--- src/track_center_motion_predictor_core_macros.svh ---
// Assertion macros shared by the track centre motion predictor RTL.
`ifndef TRACK_CENTER_MOTION_PREDICTOR_CORE_MACROS_SVH
`define TRACK_CENTER_MOTION_PREDICTOR_CORE_MACROS_SVH

// Check a property on every rising edge, ignored while reset is held.
`define TCMP_ASSERT(name, clk, rstn, prop, msg) \
    name: assert property (@(posedge clk) disable iff (!rstn) prop) else $error(msg);

// Check a property on every rising edge, reset cycles included.
`define TCMP_ASSERT_ALWAYS(name, clk, prop, msg) \
    name: assert property (@(posedge clk) prop) else $error(msg);

`endif

--- src/tcmp_pkg.sv ---
// Types, constants and arithmetic helpers of the track centre motion predictor.
package tcmp_pkg;

    localparam int CENTER_W   = 13;
    localparam int PRED_W     = 15;
    localparam int CNT_W      = 3;
    localparam int HIST_DEPTH = 5;
    localparam int DELTA_W    = CENTER_W + 1;
    localparam int SUM_W      = 18;
    localparam int MAG_W      = SUM_W - 1;
    localparam int X_W        = SUM_W;
    localparam int RECIP_W    = 23;
    localparam int RECIP_SH   = 23;
    localparam int PROD_W     = X_W + RECIP_W;
    localparam int Q_W        = PROD_W - RECIP_SH;
    localparam int PCALC_W    = Q_W + 1;
    localparam int M_TDATA_W  = 64;
    localparam int M_FIELDS_W = 2 * CENTER_W + 2 * PRED_W + CNT_W;

    localparam logic [CNT_W-1:0] CNT_ONE  = CNT_W'(1);
    localparam logic [CNT_W-1:0] CNT_FULL = CNT_W'(HIST_DEPTH);

    typedef logic [CENTER_W-1:0]      center_t;
    typedef logic [CNT_W-1:0]         cnt_t;
    typedef logic signed [SUM_W-1:0]  sum_t;
    typedef logic [X_W-1:0]           xnum_t;
    typedef logic [RECIP_W-1:0]       recip_t;
    typedef logic [PRED_W-1:0]        pred_t;

    // Weighted displacement sum; h0 is the newest centre, weights n-1 down to 1.
    function automatic sum_t weighted_sum(input center_t h0, input center_t h1,
                                          input center_t h2, input center_t h3,
                                          input center_t h4, input cnt_t n);
        sum_t d0;
        sum_t d1;
        sum_t d2;
        sum_t d3;
        sum_t s;
        d0 = SUM_W'($signed({1'b0, h0}) - $signed({1'b0, h1}));
        d1 = SUM_W'($signed({1'b0, h1}) - $signed({1'b0, h2}));
        d2 = SUM_W'($signed({1'b0, h2}) - $signed({1'b0, h3}));
        d3 = SUM_W'($signed({1'b0, h3}) - $signed({1'b0, h4}));
        case (n)
            3'd2:    s = d0;
            3'd3:    s = (d0 <<< 1) + d1;
            3'd4:    s = (d0 <<< 1) + d0 + (d1 <<< 1) + d2;
            3'd5:    s = (d0 <<< 2) + (d1 <<< 1) + d1 + (d2 <<< 1) + d3;
            default: s = '0;
        endcase
        return s;
    endfunction

    // Divisor of the weighted average for n stored centres.
    function automatic xnum_t divisor(input cnt_t n);
        xnum_t d;
        case (n)
            3'd3:    d = X_W'(3);
            3'd4:    d = X_W'(6);
            3'd5:    d = X_W'(10);
            default: d = X_W'(1);
        endcase
        return d;
    endfunction

    // ceil(2^23 / (2 * divisor)); exact floor division for numerators below 2^18.
    function automatic recip_t recip(input cnt_t n);
        recip_t m;
        case (n)
            3'd3:    m = RECIP_W'(1398102);
            3'd4:    m = RECIP_W'(699051);
            3'd5:    m = RECIP_W'(419431);
            default: m = RECIP_W'(4194304);
        endcase
        return m;
    endfunction

endpackage

--- src/track_center_motion_predictor_core.sv ---
// Track centre motion predictor: box centre, five-entry history and weighted prediction.
// Stages: history, sum and divide, from the accepting edge to result valid.
// Throughput: one item per cycle; the single shared history register set is updated
// once per accepted item, and a stalled result stalls the input through the pipe.
// Reset (aresetn low, synchronous): empties the pipeline and clears the stored count;
// the history entries themselves are not cleared and are read only once written.
`include "track_center_motion_predictor_core_macros.svh"

module track_center_motion_predictor_core #(
    parameter int COORD_BITS = 12
) (
    input  logic                                  aclk,
    input  logic                                  aresetn,
    // box_left, box_top, box_width, box_height (COORD_BITS each), zero padded
    input  logic [((4*COORD_BITS+7)/8)*8-1:0]     s_tdata,
    // command: 0 append, 1 start new track
    input  logic                                  s_tuser,
    input  logic                                  s_tvalid,
    output logic                                  s_tready,
    // center_x[12:0], center_y[25:13], predicted_x[40:26],
    // predicted_y[55:41], history_count[58:56], zero padded
    output logic [tcmp_pkg::M_TDATA_W-1:0]        m_tdata,
    output logic                                  m_tvalid,
    input  logic                                  m_tready
);

    localparam int DEPTH     = tcmp_pkg::HIST_DEPTH;

    // ------------------------------------------------------------------
    // Input fields
    // ------------------------------------------------------------------
    logic [COORD_BITS-1:0] box_left;
    logic [COORD_BITS-1:0] box_top;
    logic [COORD_BITS-1:0] box_width;
    logic [COORD_BITS-1:0] box_height;
    logic [COORD_BITS:0]   cx_full;
    logic [COORD_BITS:0]   cy_full;
    tcmp_pkg::center_t     cx_next;
    tcmp_pkg::center_t     cy_next;

    assign box_left   = s_tdata[COORD_BITS-1:0];
    assign box_top    = s_tdata[2*COORD_BITS-1:COORD_BITS];
    assign box_width  = s_tdata[3*COORD_BITS-1:2*COORD_BITS];
    assign box_height = s_tdata[4*COORD_BITS-1:3*COORD_BITS];

    // Floor the centre: left edge plus half the width, kept to 13 bits.
    assign cx_full = {1'b0, box_left} + {2'b00, box_width[COORD_BITS-1:1]};
    assign cy_full = {1'b0, box_top}  + {2'b00, box_height[COORD_BITS-1:1]};
    assign cx_next = tcmp_pkg::CENTER_W'(cx_full);
    assign cy_next = tcmp_pkg::CENTER_W'(cy_full);

    // ------------------------------------------------------------------
    // Pipeline flow control: each stage loads when the one after it frees
    // ------------------------------------------------------------------
    logic a_valid_reg;
    logic b_valid_reg;
    logic m_valid_reg;
    logic m_free;
    logic b_free;
    logic a_free;
    logic s_accept;

    assign m_free   = !m_valid_reg || m_tready;
    assign b_free   = !b_valid_reg || m_free;
    assign a_free   = !a_valid_reg || b_free;
    assign s_tready = a_free;
    assign s_accept = s_tvalid && a_free;
    assign m_tvalid = m_valid_reg;

    // ------------------------------------------------------------------
    // Stage A: history shift register and stored count
    // ------------------------------------------------------------------
    tcmp_pkg::center_t hist_x_reg [DEPTH];
    tcmp_pkg::center_t hist_y_reg [DEPTH];
    tcmp_pkg::cnt_t    cnt_reg;
    tcmp_pkg::cnt_t    cnt_next;

    // A new track, or an append to an empty one, restarts at one centre.
    always_comb begin
        if (s_tuser || cnt_reg == '0) begin
            cnt_next = tcmp_pkg::CNT_ONE;
        end else if (cnt_reg >= tcmp_pkg::CNT_FULL) begin
            cnt_next = tcmp_pkg::CNT_FULL;
        end else begin
            cnt_next = cnt_reg + tcmp_pkg::CNT_ONE;
        end
    end

    always_ff @(posedge aclk) begin
        if (!aresetn) begin
            cnt_reg     <= '0;
            a_valid_reg <= 1'b0;
        end else begin
            if (a_free) begin
                a_valid_reg <= s_tvalid;
            end
            if (s_accept) begin
                cnt_reg <= cnt_next;
            end
        end
    end

    // Shift the oldest centre out and push the new one at the head.
    always_ff @(posedge aclk) begin
        if (s_accept) begin
            hist_x_reg[0] <= cx_next;
            hist_y_reg[0] <= cy_next;
            for (int i = 1; i < DEPTH; i++) begin
                hist_x_reg[i] <= hist_x_reg[i-1];
                hist_y_reg[i] <= hist_y_reg[i-1];
            end
        end
    end

    // ------------------------------------------------------------------
    // Stage B: weighted displacement sum, magnitude and rounding offset
    // ------------------------------------------------------------------
    tcmp_pkg::sum_t    sum_x;
    tcmp_pkg::sum_t    sum_y;
    tcmp_pkg::xnum_t   div_d;
    tcmp_pkg::xnum_t   num_x_next;
    tcmp_pkg::xnum_t   num_y_next;
    tcmp_pkg::xnum_t   num_x_reg;
    tcmp_pkg::xnum_t   num_y_reg;
    logic              neg_x_reg;
    logic              neg_y_reg;
    tcmp_pkg::center_t b_cx_reg;
    tcmp_pkg::center_t b_cy_reg;
    tcmp_pkg::cnt_t    b_cnt_reg;
    logic [tcmp_pkg::MAG_W-1:0] mag_x;
    logic [tcmp_pkg::MAG_W-1:0] mag_y;

    assign sum_x = tcmp_pkg::weighted_sum(hist_x_reg[0], hist_x_reg[1], hist_x_reg[2],
                                          hist_x_reg[3], hist_x_reg[4], cnt_reg);
    assign sum_y = tcmp_pkg::weighted_sum(hist_y_reg[0], hist_y_reg[1], hist_y_reg[2],
                                          hist_y_reg[3], hist_y_reg[4], cnt_reg);
    assign div_d = tcmp_pkg::divisor(cnt_reg);

    // Round half away from zero: floor((2|s| + d) / 2d), sign restored later.
    assign mag_x = tcmp_pkg::MAG_W'(sum_x[tcmp_pkg::SUM_W-1] ? -sum_x : sum_x);
    assign mag_y = tcmp_pkg::MAG_W'(sum_y[tcmp_pkg::SUM_W-1] ? -sum_y : sum_y);
    assign num_x_next = {mag_x, 1'b0} + div_d;
    assign num_y_next = {mag_y, 1'b0} + div_d;

    always_ff @(posedge aclk) begin
        if (!aresetn) begin
            b_valid_reg <= 1'b0;
        end else if (b_free) begin
            b_valid_reg <= a_valid_reg;
        end
    end

    always_ff @(posedge aclk) begin
        if (b_free && a_valid_reg) begin
            num_x_reg <= num_x_next;
            num_y_reg <= num_y_next;
            neg_x_reg <= sum_x[tcmp_pkg::SUM_W-1];
            neg_y_reg <= sum_y[tcmp_pkg::SUM_W-1];
            b_cx_reg  <= hist_x_reg[0];
            b_cy_reg  <= hist_y_reg[0];
            b_cnt_reg <= cnt_reg;
        end
    end

    // ------------------------------------------------------------------
    // Stage C: reciprocal multiply, sign, add newest centre, result register
    // ------------------------------------------------------------------
    tcmp_pkg::recip_t                         recip_m;
    logic [tcmp_pkg::PROD_W-1:0]              prod_x;
    logic [tcmp_pkg::PROD_W-1:0]              prod_y;
    logic [tcmp_pkg::Q_W-1:0]                 q_x;
    logic [tcmp_pkg::Q_W-1:0]                 q_y;
    logic signed [tcmp_pkg::PCALC_W-1:0]      sq_x;
    logic signed [tcmp_pkg::PCALC_W-1:0]      sq_y;
    logic signed [tcmp_pkg::PCALC_W-1:0]      px_full;
    logic signed [tcmp_pkg::PCALC_W-1:0]      py_full;
    tcmp_pkg::pred_t                          px_next;
    tcmp_pkg::pred_t                          py_next;
    tcmp_pkg::center_t                        m_cx_reg;
    tcmp_pkg::center_t                        m_cy_reg;
    tcmp_pkg::pred_t                          m_px_reg;
    tcmp_pkg::pred_t                          m_py_reg;
    tcmp_pkg::cnt_t                           m_cnt_reg;

    assign recip_m = tcmp_pkg::recip(b_cnt_reg);
    assign prod_x  = {{tcmp_pkg::RECIP_W{1'b0}}, num_x_reg} *
                     {{tcmp_pkg::X_W{1'b0}}, recip_m};
    assign prod_y  = {{tcmp_pkg::RECIP_W{1'b0}}, num_y_reg} *
                     {{tcmp_pkg::X_W{1'b0}}, recip_m};
    assign q_x     = prod_x[tcmp_pkg::PROD_W-1:tcmp_pkg::RECIP_SH];
    assign q_y     = prod_y[tcmp_pkg::PROD_W-1:tcmp_pkg::RECIP_SH];

    assign sq_x    = neg_x_reg ? -$signed({1'b0, q_x}) : $signed({1'b0, q_x});
    assign sq_y    = neg_y_reg ? -$signed({1'b0, q_y}) : $signed({1'b0, q_y});
    assign px_full = $signed(tcmp_pkg::PCALC_W'(b_cx_reg)) + sq_x;
    assign py_full = $signed(tcmp_pkg::PCALC_W'(b_cy_reg)) + sq_y;
    assign px_next = px_full[tcmp_pkg::PRED_W-1:0];
    assign py_next = py_full[tcmp_pkg::PRED_W-1:0];

    always_ff @(posedge aclk) begin
        if (!aresetn) begin
            m_valid_reg <= 1'b0;
        end else if (m_free) begin
            m_valid_reg <= b_valid_reg;
        end
    end

    // Hold the result until taken; load the next one as soon as the slot frees.
    always_ff @(posedge aclk) begin
        if (m_free && b_valid_reg) begin
            m_cx_reg  <= b_cx_reg;
            m_cy_reg  <= b_cy_reg;
            m_px_reg  <= px_next;
            m_py_reg  <= py_next;
            m_cnt_reg <= b_cnt_reg;
        end
    end

    assign m_tdata = {{(tcmp_pkg::M_TDATA_W - tcmp_pkg::M_FIELDS_W){1'b0}},
                      m_cnt_reg, m_py_reg, m_px_reg, m_cy_reg, m_cx_reg};

    // ------------------------------------------------------------------
    // Assertions
    // ------------------------------------------------------------------
    `TCMP_ASSERT(a_cnt_range, aclk, aresetn, (cnt_reg <= tcmp_pkg::CNT_FULL),
                 "stored count above five")
    `TCMP_ASSERT(a_new_track, aclk, aresetn,
                 (s_accept && s_tuser) |=> (cnt_reg == tcmp_pkg::CNT_ONE),
                 "new track did not restart the count")
    `TCMP_ASSERT(a_b_to_m, aclk, aresetn, (b_valid_reg && m_free) |=> m_valid_reg,
                 "item lost between sum stage and result")
    `TCMP_ASSERT(a_single_pred, aclk, aresetn,
                 (m_valid_reg && m_cnt_reg == tcmp_pkg::CNT_ONE) |->
                 (m_px_reg == tcmp_pkg::PRED_W'(m_cx_reg) &&
                  m_py_reg == tcmp_pkg::PRED_W'(m_cy_reg)),
                 "single centre prediction differs from centre")
    `TCMP_ASSERT_ALWAYS(a_empty_ready, aclk, (!a_valid_reg) |-> s_tready,
                        "input stalled with empty history stage")

endmodule

--- config.mk ---
export PLATFORM = sky130hd
export DESIGN_NAME = track_center_motion_predictor_core
export DESIGN_NICKNAME = d
export VERILOG_FILES = /design/src/tcmp_pkg.sv /design/src/track_center_motion_predictor_core.sv
export VERILOG_INCLUDE_DIRS = /design/src /design/src/src
export SDC_FILE = /design/constraint.sdc
export NUM_CORES = 2
export LEC_CHECK = 0
export BUFFER_PORTS_ARGS = -buffer_cell sky130_fd_sc_hd__buf_4
export CAP_MARGIN = 10
export CORE_MARGIN = 2
export CORE_UTILIZATION = 50
export DETAILED_ROUTE_END_ITERATION = 6
export PLACE_DENSITY = 0.64
export SLEW_MARGIN = 30
export SYNTH_ARGS = -nofsm -noshare
export SYNTH_HDL_FRONTEND = slang
export SYNTH_SLANG_ARGS = --single-unit
--- constraint.sdc ---
create_clock -name aclk -period 22.5 [get_ports aclk]
set_input_delay 4.5 -clock aclk [delete_from_list [all_inputs] [get_ports aclk]]
set_output_delay 4.5 -clock aclk [all_outputs]
set_load 0.01 [all_outputs]
# --- Word-level counts from Yosys, hierarchy flattened ---
# Memory sizes are Yosys's and may differ from the RTL's.
# Index checks and enable logic that the tools add are counted.
totals:
  ff_bits: 132
  latchBits: 0
  ram_bits: 130
  mem_bits_ro: 0
  inputBits: 53
  out_inout_bits: 66
  word_cells: 86
  memories: 2
memory_table:
  columns: ["memory", "words", "word_bits", "read_ports", "rd_clocked_by_memory_dff", "wr", "line_no", "rtl"]
  rows:
  - ["hist_x_reg", 5, 13, 5, 0, 5, "track_center_motion_predictor_core.sv:73", "tcmp_pkg::center_t hist_x_reg [DEPTH];"]
  - ["hist_y_reg", 5, 13, 5, 0, 5, "track_center_motion_predictor_core.sv:74", "tcmp_pkg::center_t hist_y_reg [DEPTH];"]
op_classes:
  add_sub_neg: 35
  mul: 2
  div: 0
  magnitude_cmp: 1
  eq_ne: 7
  shifts: 0
  muxes: 12
  bitwise_logic: 0
  n_reduce_logical: 11
ops:
  columns: ["cell", "n"]
  rows:
  - ["18-bit one-hot mux with 4 select lines", 2]
  - ["13-bit by 13-bit subtractor with 14-bit output", 8]
  - ["18-bit by 23-bit multiplier with 38-bit output", 2]
  - ["17-bit by 14-bit adder with 18-bit output", 4]
  - ["23-bit one-hot mux with 3 select lines", 1]
  - ["16-bit by 15-bit adder with 17-bit output", 4]
  - ["15-bit by 14-bit adder with 16-bit output", 4]
  - ["18-bit by 14-bit adder with 18-bit output", 2]
  - ["18-bit by 15-bit adder with 18-bit output", 2]
  - ["18-bit adder", 2]
  - ["17-bit 2-to-1 mux", 2]
  - ["17-bit negation", 2]
  - ["14-bit by 15-bit adder with 15-bit output", 2]
  - ["15-bit 2-to-1 mux", 2]
  - ["15-bit negation", 2]
  - ["12-bit by 11-bit adder with 13-bit output", 2]
  - ["3-bit == test (second input constant)", 4]
  - ["4-bit one-hot mux with 3 select lines", 1]
  - ["3-bit by 2-bit == test with 1-bit output (second input constant)", 3]
  - ["3-bit 2-to-1 mux", 2]
  - ["1-bit logical OR", 4]
  - ["3-bit by 1-bit adder with 3-bit output (second input constant)", 1]
  - ["3-bit >= comparator (second input constant)", 1]
  - ["1-bit logical AND", 3]
  - ["3 further kinds", 6]

# --- Depth between registers and ports, before layout ---
# An unclocked memory read counts as a cell.
logic_depth:
  depth_word: 10
  ltp_mapped: 43
  mapped_depth_nobuf: 41

# --- Worst setup path after synthesis ---
# Ideal clock, no wire load.
synth_timing:
  kind: "input to register"
  from: "input port m_tready"
  to: "register cnt_reg[0]"
  setup_ps: 144
  arrival_time_ps: 11894
  required_time_ps: 22356
  path_slack_ps: 10462
  cell_stages: 4
  n_path_buf: 0
  path_cell_list: "nor2b_1 -> a31oi_1 -> nand4_1 -> o211a_1"
synth_via:
  elab_chain_cells: 4
synth_lines:
  columns: ["element", "line_no", "rtl"]
  rows:
  - ["from (decl)", "track_center_motion_predictor_core.sv:24", "input logic m_tready"]
  - ["1-bit logical OR", "track_center_motion_predictor_core.sv:63", "assign m_free = !m_valid_reg || m_tready;"]
  - ["1-bit logical OR", "track_center_motion_predictor_core.sv:64", "assign b_free = !b_valid_reg || m_free;"]
  - ["1-bit logical OR", "track_center_motion_predictor_core.sv:65", "assign a_free = !a_valid_reg || b_free;"]
  - ["1-bit logical AND", "track_center_motion_predictor_core.sv:67", "assign s_accept = s_tvalid && a_free;"]
  - ["net s_accept", "track_center_motion_predictor_core.sv:61", "logic s_accept;"]
  - ["to (signal assigned)", "track_center_motion_predictor_core.sv:98", "cnt_reg <= cnt_next;"]
  - ["to (decl)", "track_center_motion_predictor_core.sv:75", "tcmp_pkg::cnt_t cnt_reg;"]
# The timed path passes the listed nets, and every way through them passes these cells.
# A chain may end at the register's enable or synchronous reset.

# --- Worst setup path in the final report ---
layout_timing:
  from: "register b_cnt_reg[0]"
  to: "register m_py_reg[14] (data pin)"
layout_via:
  elab_chain_cells: 6
  elab_cells_between_ends: 8
  classes_between: "2 x add/sub; 1 x mul; 3 x eq/ne; 2 x mux"
layout_lines:
  columns: ["element", "line_no", "rtl"]
  rows:
  - ["from (decl)", "track_center_motion_predictor_core.sv:129", "tcmp_pkg::cnt_t b_cnt_reg;"]
  - ["from (signal assigned)", "track_center_motion_predictor_core.sv:161", "b_cnt_reg <= cnt_reg;"]
  - ["3-bit == test / 3-bit by 2-bit == test with 1-bit output (equally long branches)", "tcmp_pkg.sv:68", "case (n)"]
  - ["23-bit one-hot mux with 3 select lines *", "tcmp_pkg.sv:68", null]
  - ["18-bit by 23-bit multiplier with 38-bit output *", "track_center_motion_predictor_core.sv:188", "assign prod_y = {{tcmp_pkg::RECIP_W{1'b0}}, num_y_reg} *"]
  - ["15-bit negation", "track_center_motion_predictor_core.sv:194", "assign sq_y = neg_y_reg ? -$signed({1'b0, q_y}) : $signed({1'b0, q_y});"]
  - ["15-bit 2-to-1 mux *", "track_center_motion_predictor_core.sv:194", null]
  - ["14-bit by 15-bit adder with 15-bit output *", "track_center_motion_predictor_core.sv:196", "assign py_full = $signed(tcmp_pkg::PCALC_W'(b_cy_reg)) + sq_y;"]
  - ["net py_full (one bit)", "track_center_motion_predictor_core.sv:176", "logic signed [tcmp_pkg::PCALC_W-1:0] py_full;"]
  - ["to (signal assigned)", "track_center_motion_predictor_core.sv:214", "m_py_reg <= py_next;"]
  - ["to (decl)", "track_center_motion_predictor_core.sv:182", "tcmp_pkg::pred_t m_py_reg;"]
# The timed path passes the listed nets; every way through them passes the cells marked *.

==> results.txt <==
GRT overflow: 0
Vias per Instance: 5.38
Worst Tran Pin Value: 0.932 ns
Commonest non-fill, non-tap cell in the layout: inv_1
Peak supply drop: 0.143 mV
Layout cell share with drive strength beyond 1: 5.45%
Required time worst endpoint: 22.85 ns
Fill count: 7406
Area delta synth->final: 7.49%
FF-to-FF End: m_py_reg[14]$_DFFE_PP_
Fmax: 0.0913 GHz
Critical path capture point type: flip-flop
Worst hold path class: reg2reg
RSZ-0062 raised after global routing: false
GPL Wtd Cong: 0.934
DRC Markers: 0
FFs w/ async S/R, synth: 0%
CP Capture Point: m_py_reg[14]$_DFFE_PP_
Fin cells: 5499
Final count of hold timing violations: 0
Site Rows: 104
Core Region: 80800 sq um
Final setup violation count: 0
Util after Layout: 54.5%
Cell area power density: 155 nW/um^2
Worst Setup SP: b_cnt_reg[0]$_DFFE_PP_
Crit Path Category: reg2reg
Clock skew: 0.0249 ns
Root Buffer: clkbuf_16
Post-CTS Repair Setup Buffers: 0
Minimum clock period: 10.96 ns
First-pass GRT wire length: 162 mm
GR Util All Layers: 24.4%
ANT cells: 0
Final Slew Violations: 0
Area of the multi-input gates: 29200 sq um
Worst path most repeated cell: fa_1
ANT nets after route: 0
Sequential-to-total area share from yosys stat: 19.0%
Die H: 290 microns
Slew headroom: 37.8%
Pin count of the biggest net entering global routing: 75
DRT Pass-1 Iters: 6
Commonest non-fill, non-tap cells in the layout: inv_1, fa_1, ha_1, nand2_1, edfxtp_1
# clock sinks: 261
Slowest cell on crit path: a32oi_1
Initial Util: 50.7%
Post-synth EDFFs: 255
Mean Syn Cell Area: 9.49 sq um
CP arrival: 11.30 ns
Ys flop type: edfxtp_1
Initial DRC count: 2061
Total CTS buffers: 30
Final wirelength: 101 mm
Insertion delay to the later sink of the worst-skew pair: 0.61 ns
# IOs: 119
R2r worst-path depth: 39
Post-route setup TNS: 0 ns
Wire per inst: 18.4 microns
H-tree depth: 1
Synth unique cells: 93
Initial antenna violation count: 2
HPWL Detailed: 87.7 mm
Vias in the first global route: 29900
Die area: 84200 sq um
Placed Instances: 5445
Status: finished clean
Worst R2R Setup Slack: 11.54 ns
PortBufs: 111
Die X: 290 microns
Synth Instances: 4314
Clock Pin Slew Worst Setup and Hold Paths: 0.06 ns
Worst r2r src: b_cnt_reg[0]$_DFFE_PP_
#FFs+latches synth: 261
TritonCTS clock tree: built
Routed via count: 29600
Max-capacitance violation count: 0
Startpoint types: flip-flop
Tcrit/Tclk final: 48.7%
LEAKAGE: 21.7 nW
Crit-path max FO: 72
Final nets: 5498
Hold_buf cts: 0
Ys Warns: 0
Max clock buf depth: 3
CTS resizes: 0
Storage cell area: 7780 sq um
Post-synthesis cell area: 40900 sq um
Crit-path max cell delay: 0.64 ns
[cell type report]
class | instances | share of cell area (%)
inverters | 991 | 8.45
clock buffers | 39 | 1.81
repair buffers | 130 | 2.23
clock inverters | 15 | 0.398
multi-input cells | 3003 | 66.4
well taps | 1060 | 3.01
flip-flops and latches | 261 | 17.7
[through the flow]
stage,power (mW),setup slack [ns],hold WS [ns],instance area [sq um]
2_1_floorplan,5.03,10.46,0.433,41000
3_3_place_gp,6.22,11.64,0.463,43000
3_5_place_dp,6.29,11.56,0.455,43000
4_1_cts,6.82,11.51,0.454,44000
5_1_grt,7.66,10.72,0.466,44000
6_report,6.84,11.54,0.449,44000
[worst min-delay path by stage]
stage                                startpoint                     endpoint  slack [ns]  cells past startpoint
global placement    hist_x_reg[0][13]$_DFFE_PP_  hist_x_reg[0][26]$_DFFE_PP_        0.46                      0
CTS                      b_cnt_reg[2]$_DFFE_PP_       m_cnt_reg[2]$_DFFE_PP_        0.45                      0
global route             b_cnt_reg[2]$_DFFE_PP_       m_cnt_reg[2]$_DFFE_PP_        0.47                      0
detailed placement       b_cnt_reg[2]$_DFFE_PP_       m_cnt_reg[2]$_DFFE_PP_        0.46                      0
finish                   b_cnt_reg[2]$_DFFE_PP_       m_cnt_reg[2]$_DFFE_PP_        0.45                      0
floorplan                 b_cx_reg[0]$_DFFE_PP_        m_cx_reg[0]$_DFFE_PP_        0.43                      0
[worst max-delay path: cells and delay by family (launching register included)]
family                     cells  cell delay [ns]
adders and majority gates      9             3.99
AOI/OAI and AO/OA             10             2.43
and+or+nand+nor               11             2.01
buffers and inverters          7             1.37
xor gates and xnor gates       2             0.52
DFF                            1             0.32
[logic make-up (layout without fill, tap and decap cells)]
| group | count (synthesis) | in the layout | share of synthesized area [%] |
|---|---|---|---|
| and+or+nand+nor | 868 | 868 | 10.6 |
| adders and majority gates | 1028 | 1028 | 41.3 |
| other | 1 | 5 | 0.00916 |
| DFF | 261 | 261 | 19.0 |
| xor gates and xnor gates | 297 | 297 | 6.35 |
| AOI/OAI and AO/OA | 792 | 792 | 12.8 |
| muxes | 13 | 13 | 0.327 |
| buffers and inverters | 1054 | 1175 | 9.73 |
[power breakdown]
part           total [mW]  switching, mW  internal [mW]
clock               0.489          0.207          0.282
sequential          0.683         0.0462          0.637
combinational        5.67           3.34           2.33
[per-layer routing]
| layer | GRT usage [%] | up-vias | wire [microns] |
|---|---|---|---|
| met4 | 7.95 | 0 | 3720 |
| li1 | - | 14400 | - |
| met1 | 35.0 | 14300 | 47300 |
| met5 | 0 | - | 0 |
| met3 | 2.53 | 103 | 4920 |
| met2 | 38.8 | 685 | 45300 |
[synthesized netlist by cell type, types with 14 or more instances]
cell      count  share of area, %
nor2b_1      40              0.61
fa_1        537                26
nand2_1     258               2.4
a211oi_1     38              0.70
a21o_1       89               1.6
nor3_1       47              0.57
edfxtp_1    255                19
inv_1       988               9.1
o21a_1       31              0.57
nand3_1      54              0.66
o211ai_1     18              0.33
a221oi_1     14              0.30
a211o_1      14              0.30
and2_1       73               1.1
ha_1        491                15
a21oi_1     219               2.7
nand3b_1     14              0.26
and3_1       25              0.38
nand4_1      35              0.53
nand2b_1     48              0.73
o21ai_0     157               1.9
xor2_1      100               2.1
nor2_1      184               1.7
xnor2_1     197               4.2
or2_2        27              0.41
clkbuf_1     47              0.43
a21boi_0     14              0.26
a31oi_1      30              0.46
o21bai_1     37              0.68
Power figures use the tool's default switching activity.
